<file path="config.mk">
export PLATFORM = sky130hd
export DESIGN_NAME = ile_ctrl
export DESIGN_NICKNAME = d
export VERILOG_FILES = /design/src/ile_pkg.sv /design/src/ile_ctrl.sv
export SDC_FILE = /design/constraint.sdc
export NUM_CORES = 1
export LEC_CHECK = 0
export BUFFER_PORTS_ARGS = -buffer_cell sky130_fd_sc_hd__buf_4
export CAP_MARGIN = 20
export CORE_MARGIN = 5
export CORE_UTILIZATION = 46
export CTS_CLUSTER_DIAMETER = 50
export DETAILED_ROUTE_END_ITERATION = 16
export MAX_ROUTING_LAYER = met4
export PLACE_DENSITY = 0.87
export SYNTH_ARGS = -nofsm -noshare
export SYNTH_HDL_FRONTEND = slang
export SYNTH_SLANG_ARGS = --single-unit
</file>
<file path="constraint.sdc">
create_clock -name i_clk -period 1.7 [get_ports i_clk]
set_input_delay 0 -clock i_clk [delete_from_list [all_inputs] [get_ports i_clk]]
set_output_delay 0 -clock i_clk [all_outputs]
set_load 0.05 [all_outputs]
</file>
<file path="src/ile_pkg.sv">
package ile_pkg;

    localparam int OP_W  = 3;
    localparam int POS_W = 11;
    localparam int VAL_W = 32;
    localparam int LEN_W = 11;
    localparam int ST_W  = 2;

    localparam logic [OP_W-1:0] OP_READ       = 3'd0;
    localparam logic [OP_W-1:0] OP_INS_HEAD   = 3'd1;
    localparam logic [OP_W-1:0] OP_INS_TAIL   = 3'd2;
    localparam logic [OP_W-1:0] OP_INS_POS    = 3'd3;
    localparam logic [OP_W-1:0] OP_DELETE     = 3'd4;

    localparam logic [ST_W-1:0] STATUS_DONE   = 2'd0;
    localparam logic [ST_W-1:0] STATUS_RANGE  = 2'd1;
    localparam logic [ST_W-1:0] STATUS_FULL   = 2'd2;

    typedef struct packed {
        logic [OP_W-1:0]         operation;
        logic [POS_W-1:0]        position;
        logic signed [VAL_W-1:0] item_value;
    } t_req;

    typedef struct packed {
        logic [ST_W-1:0]         status;
        logic signed [VAL_W-1:0] read_value;
        logic [LEN_W-1:0]        length;
    } t_rsp;

    typedef struct packed {
        logic            accept;
        logic            decode;
        logic            walk_dec;
        logic            walk;
        logic            ins_head;
        logic            ins_link;
        logic            ins_prev;
        logic            del_head;
        logic            del_vic;
        logic            del_unlink;
        logic            finish;
        logic [ST_W-1:0] status;
        logic            rd_from_mem;
        logic            rd_fail;
    } t_cmd;

    typedef struct packed {
        logic [OP_W-1:0] op;
        logic            pos_zero;
        logic            pos_gt_cnt;
        logic            pos_ge_cnt;
        logic            full;
        logic            steps_zero;
    } t_sts;

endpackage

</file>
<file path="src/ile_ctrl.sv">
module ile_ctrl (
    input  logic          i_clk,
    input  logic          i_rst_n,
    input  logic          start,
    input  ile_pkg::t_sts i_sts,
    output ile_pkg::t_cmd o_cmd,
    output logic          busy
);

    typedef enum logic [9:0] {
        S_IDLE       = 10'b00_0000_0001,
        S_DECODE     = 10'b00_0000_0010,
        S_WALK       = 10'b00_0000_0100,
        S_RD_DONE    = 10'b00_0000_1000,
        S_INS_HEAD   = 10'b00_0001_0000,
        S_INS_LINK   = 10'b00_0010_0000,
        S_INS_PREV   = 10'b00_0100_0000,
        S_DEL_HEAD   = 10'b00_1000_0000,
        S_DEL_VIC    = 10'b01_0000_0000,
        S_DEL_UNLINK = 10'b10_0000_0000
    } t_state;

    t_state r_state;
    t_state n_state;

    always_ff @(posedge i_clk) begin
        if (!i_rst_n) begin
            r_state <= S_IDLE;
        end else begin
            r_state <= n_state;
        end
    end

    assign busy = (r_state != S_IDLE);

    always_comb begin
        n_state = r_state;
        o_cmd   = '0;
        case (r_state)
            S_IDLE: begin
                if (start) begin
                    o_cmd.accept = 1'b1;
                    n_state      = S_DECODE;
                end
            end
            S_DECODE: begin
                o_cmd.decode = 1'b1;
                case (i_sts.op)
                    ile_pkg::OP_READ: begin
                        if (i_sts.pos_ge_cnt) begin
                            o_cmd.finish  = 1'b1;
                            o_cmd.status  = ile_pkg::STATUS_RANGE;
                            o_cmd.rd_fail = 1'b1;
                            n_state       = S_IDLE;
                        end else begin
                            n_state = S_WALK;
                        end
                    end
                    ile_pkg::OP_INS_HEAD, ile_pkg::OP_INS_TAIL, ile_pkg::OP_INS_POS: begin
                        if (i_sts.pos_gt_cnt) begin
                            o_cmd.finish = 1'b1;
                            o_cmd.status = ile_pkg::STATUS_RANGE;
                            n_state      = S_IDLE;
                        end else if (i_sts.full) begin
                            o_cmd.finish = 1'b1;
                            o_cmd.status = ile_pkg::STATUS_FULL;
                            n_state      = S_IDLE;
                        end else if (i_sts.pos_zero) begin
                            n_state = S_INS_HEAD;
                        end else begin
                            o_cmd.walk_dec = 1'b1;
                            n_state        = S_WALK;
                        end
                    end
                    ile_pkg::OP_DELETE: begin
                        if (i_sts.pos_ge_cnt) begin
                            o_cmd.finish = 1'b1;
                            o_cmd.status = ile_pkg::STATUS_RANGE;
                            n_state      = S_IDLE;
                        end else if (i_sts.pos_zero) begin
                            n_state = S_DEL_HEAD;
                        end else begin
                            o_cmd.walk_dec = 1'b1;
                            n_state        = S_WALK;
                        end
                    end
                    default: begin
                        o_cmd.finish = 1'b1;
                        o_cmd.status = ile_pkg::STATUS_DONE;
                        n_state      = S_IDLE;
                    end
                endcase
            end
            S_WALK: begin
                o_cmd.walk = 1'b1;
                if (i_sts.steps_zero) begin
                    case (i_sts.op)
                        ile_pkg::OP_READ:   n_state = S_RD_DONE;
                        ile_pkg::OP_DELETE: n_state = S_DEL_VIC;
                        default:            n_state = S_INS_LINK;
                    endcase
                end
            end
            S_RD_DONE: begin
                o_cmd.finish      = 1'b1;
                o_cmd.status      = ile_pkg::STATUS_DONE;
                o_cmd.rd_from_mem = 1'b1;
                n_state           = S_IDLE;
            end
            S_INS_HEAD: begin
                o_cmd.ins_head = 1'b1;
                o_cmd.finish   = 1'b1;
                o_cmd.status   = ile_pkg::STATUS_DONE;
                n_state        = S_IDLE;
            end
            S_INS_LINK: begin
                o_cmd.ins_link = 1'b1;
                n_state        = S_INS_PREV;
            end
            S_INS_PREV: begin
                o_cmd.ins_prev = 1'b1;
                o_cmd.finish   = 1'b1;
                o_cmd.status   = ile_pkg::STATUS_DONE;
                n_state        = S_IDLE;
            end
            S_DEL_HEAD: begin
                o_cmd.del_head = 1'b1;
                o_cmd.finish   = 1'b1;
                o_cmd.status   = ile_pkg::STATUS_DONE;
                n_state        = S_IDLE;
            end
            S_DEL_VIC: begin
                o_cmd.del_vic = 1'b1;
                n_state       = S_DEL_UNLINK;
            end
            S_DEL_UNLINK: begin
                o_cmd.del_unlink = 1'b1;
                o_cmd.finish     = 1'b1;
                o_cmd.status     = ile_pkg::STATUS_DONE;
                n_state          = S_IDLE;
            end
            default: begin
                n_state = S_IDLE;
            end
        endcase
    end

endmodule

</file>
==> run_results.csv, run 1 <==
group,metric,value,unit
run_status,status,"aborted with a tool error",
run_status,stop_stage,"global routing (5_1_grt)",
run_status,error_line,"[ERROR DPL-0038] Utilization greater than 100%, impossible to legalize",
synth,yosys_warnings,0,
place,numPortBuffers,26,
sta,endpoint_type,"output port",
synth,syn_inst,88,
synth,synth_top_area_share,29.4,%
synth,yosys.area.top_type,"dfxtp_1",
floorplan,ioPinCount,27,
floorplan,start_util,50.4,%
synth,synth_area_leaders,"dfxtp_1 29%, nor2_1 8.3%, nor4_1 5.5%, nor4b_1 5.1%, nand2b_1 4.6%",
floorplan,fp.dieH,48.5,µm
place,post-place-cells,138,
synth,postSynthRegisterBits,10,
synth,synthesis.nets,99,
clock_tree,cts_sinks,10,
place,gp_congestion,0.817,
synth,synth.distinct_cells,32,
clock_tree,root_buffer,"clkbuf_4",
synth,synth_area_per_cell,7.73,µm²
synth,synth_enable_flop_cells,0,
clock_tree,htreeDepth,1,
floorplan,row_count,13,
floorplan,die_x,48.5,µm
grt,grt_max_degree,10,
synth,synthFlopType,"dfxtp_1",
synth,netlist_area,681,µm²
synth,yosysSeqAreaShare,29.4,%
clock_tree,cts_buffers,3,
sta,grt-worst-endpoint,"o_cmd[4]",
clock_tree,cts_buffer_depth,2,
synth,async_flop_share,0,%
place,dpl.hpwl,1.71,mm
per-stage QoR:
stage          worst slack, ns  instance area (µm²)  TNS (ns)  utilization [%]  hold slack (ns)
2_1_floorplan           -0.302                  739     -1.82                -           0.0681
3_3_place_gp            0.0955                 1020         0             75.9            0.187
3_5_place_dp            0.0846                 1020         0             75.9            0.189
4_1_cts                 -0.165                 1270    -0.474             94.3          0.00189
repair_timing:
item / CTS
setup endpoints to repair: 12
resized for setup: 23
endpoints found under the hold margin: 3
setup buffers: 6
hold buffers: 6
pin swaps: 6
cell usage after synthesis (2+ instances only):
cell type / count
inv_1: 5
a21oi_1: 2
nor4_2: 2
nor3_1: 4
o21ai_0: 2
nor4b_1: 4
nand3_1: 3
nand2_1: 7
nor4_1: 6
nand2b_1: 5
or3_1: 2
dfxtp_1: 10
or2_2: 3
nor2_1: 15
cells by family after synthesis:
logic type	count (synthesis)	share of synthesized area (%)
compound gates	12	12.7
xor+xnor	1	1.29
buf+inv	6	3.31
flops	10	29.4
simple gates	59	53.3
==> inputs of run 2 (changes only) <==
- CORE_AREA: default -> 5 5 66 68
- CORE_MARGIN: 5 -> default
- CORE_UTILIZATION: 46 -> default
- CTS_CLUSTER_DIAMETER: 50 -> default
- DIE_AREA: default -> 0 0 71 73
- MAX_ROUTING_LAYER: met4 -> default
- PLACE_DENSITY: 0.87 -> default
- PLACE_DENSITY_LB_ADDON: default -> 0.15
==> run_results.csv, run 2 <==
group,metric,value,unit
place,placed_area,1070,µm²
synth,synthFlopType,"dfxtp_1",
routing,wl_per_cell,11.8,µm
grt,grt_pass1_wl,3.51,mm
synth,synth.distinct_cells,32,
sta,clock_skew,0.000589,ns
clock_tree,cts_sinks,10,
sta,relSlewSlack,64.6,%
routing,maxUsedRoutingLayer,"met4",
routing,route.met3.wl,79,µm
sta,drv_slew,0,
sta,setup_viol,4,
final_layout,largest_reg_flops,10,
worst_setup_path,reg2reg_depth,5,
synth,syn_inst,88,
floorplan,start_util,17.9,%
final_layout,final_cell_mix,"30 x buf_4, 13 x nor2_1, 10 x buf_6",
floorplan,die_x,71,µm
min_path,whs_path_depth,2,
sta,rsz0062_at_grt,"true",
grt,grt_usage,8.48,%
sta,whs,0.0116,ns
grt,grt_pass1_vias,768,
final_layout,final_common_cell,"buf_4",
grt,grt_max_degree,10,
run_status,violations,"negative setup slack",
place,place_ws,0.0624,ns
floorplan,core-area,3800,µm²
synth,synthesis.nets,99,
synth,yosys.area.top_type,"dfxtp_1",
synth,synthMostInstantiatedCell,"nor2_1",
place,numPortBuffers,26,
worst_setup_path,worst_setup_path_end_kind,"output port",
floorplan,die_area,5180,µm²
synth,synth_top_area_share,29.4,%
synth,synth_area_per_cell,7.73,µm²
floorplan,row_count,23,
floorplan,fp.dieH,73,µm
routing,vias,813,
worst_setup_path,timing.rr.start,"r_state[4]$_SDFFE_PN0P_",
floorplan,ioPinCount,27,
synth,netlist_area,681,µm²
place,gp_congestion,0.758,
sta,fmax,554,MHz
synth,yosysSeqAreaShare,29.4,%
clock_tree,root_buffer,"clkbuf_8",
clock_tree,clkTransAtPathRegs,0.05,ns
routing,drt-initial-drc-count,64,
worst_setup_path,worst-setup-path-type,"flop to output port",
final_layout,area_growth,92.5,%
final_layout,largestRegisters,"r_state (10)",
power_and_ir_drop,total_power,0.750,mW
final_layout,n_antenna_cell,0,
worst_setup_path,worstPathRequired,1.70,ns
worst_setup_path,cp_max_fo,3,
final_layout,fillers,421,
routing,ant_nets,0,
synth,yosys_warnings,0,
min_path,min-delay-start,"i_sts[7]",
clock_tree,cts_buffer_depth,2,
clock_tree,clk_latency,0.24,ns
final_layout,largest_register,"r_state",
min_path,hold_class,"primary input to flop",
run,drv_cap,0,
sta,finalWorstSetupSlack,-0.104,ns
worst_setup_path,r2r_end,"r_state[3]$_SDFFE_PN0P_",
synth,postSynthRegisterBits,10,
synth,synth_area_leaders,"dfxtp_1 29%, nor2_1 8.3%, nor4_1 5.5%, nor4b_1 5.1%, nand2b_1 4.6%",
worst_setup_path,reg2reg_slack,0.07,ns
final_layout,fin_util,34.5,%
final_layout,drive_gt1_share,57.0,%
power_and_ir_drop,ir_worst_vdd,0.000219,V
synth,synth_enable_flop_cells,0,
sta,timing.final.crit_share,106,%
sta,worst_pin_slew,0.526,ns
sta,post-route-min-period,1.80,ns
final_layout,fin_nets,147,
power_and_ir_drop,pwr_density_cell,572,nW/µm²
sta,totalNegativeSetupSlack,-0.152,ns
synth,synthTopCellsByCount,"15 x nor2_1, 10 x dfxtp_1, 7 x nand2_1",
run_status,status,"finished, violations left",
final_layout,layoutNonFillerInstCount,185,
routing,viasPerCell,4.39,
final_layout,final_area,1310,µm²
place,dpl.hpwl,1.77,mm
worst_setup_path,arrival,1.80,ns
routing,wl_met2,1.10,mm
routing,dr.pass1.iters,4,
power_and_ir_drop,p_leak,0.505,nW
routing,drt-met1-wl,963,µm
place,post-place-cells,173,
synth,async_flop_share,0,%
final_layout,seq_area,211,µm²
routing,drcViolationCount,0,
grt,grt-ovfl-total,0,
final_layout,multi_input_area,576,µm²
clock_tree,cts_buffers,3,
sta,hold_viol_final,0,
worst_setup_path,critPathLaunchType,"flop",
clock_tree,htreeDepth,1,
clock_tree,tritoncts,"done",
routing,drt_wl_total,2.18,mm
min_path,min_to,"r_state[3]$_SDFFE_PN0P_",
grt,antenna_found_initial,0,
run 2: cell counts after synthesis:
Identical to the previous run, type by type.
run 2: worst max-delay path by stage:
stage / from / endpoint
2_1_floorplan: r_state[7]$_SDFFE_PN0P_ / r_state[3]$_SDFFE_PN0P_
4_1_cts: r_state[9]$_SDFFE_PN0P_ / o_cmd[4]
5_1_grt: r_state[4]$_SDFFE_PN0P_ / o_cmd[4]
3_5_place_dp: r_state[7]$_SDFFE_PN0P_ / o_cmd[4]
3_3_place_gp: r_state[7]$_SDFFE_PN0P_ / o_cmd[4]
6_report: r_state[4]$_SDFFE_PN0P_ / o_cmd[4]
run 2: kinds of logic (layout without fill, tap and decap cells):
group / after synthesis / in the layout / share of synthesized area [%]
AND/OR/NAND/NOR: 59 / 59 / 53.3
AO/OA/AOI/OAI: 12 / 12 / 12.7
XOR/XNOR: 1 / 1 / 1.29
flip-flops: 10 / 10 / 29.4
buffers and inverters: 6 / 53 / 3.31
run 2: cell type report:
class,count,area share (%)
Tap cell,50,4.78
Multi-Input combinational cell,72,43.9
Sequential cell,10,16.1
Timing Repair Buffer,44,29.2
Inverter,5,1.72
Clock buffer,4,4.20
run 2: critical path, cell delays in order (launching register included):
cell and delay [ns]:
dfxtp_4 0.34, or4_4 0.58, nor2_4 0.11, and4bb_4 0.24, nand3b_1 0.13, buf_6 0.16
run 2: routing by layer:
layer,GRT usage [%],vias up
li1,-,423
met1,10.5,366
met2,14.5,20
met3,1.79,4
met4,3.13,0
met5,0,-
run 2: power breakdown:
| group | switching (mW) | internal, mW | leakage [nW] |
|---|---|---|---|
| clock | 0.0962 | 0.204 | 0.0288 |
| combinational | 0.114 | 0.0919 | 0.392 |
| sequential | 0.00403 | 0.240 | 0.0840 |
run 2: timing repair:
item                       CTS  global route
hold buffers                 3             0
gates cloned                 0             0
setup endpoints to repair   10             9
pin swaps                    4             5
hold endpoints to repair     2             0
setup buffers                4             1
gates resized for setup     12            16
Note: power is estimated with default switching activity, not from simulation.
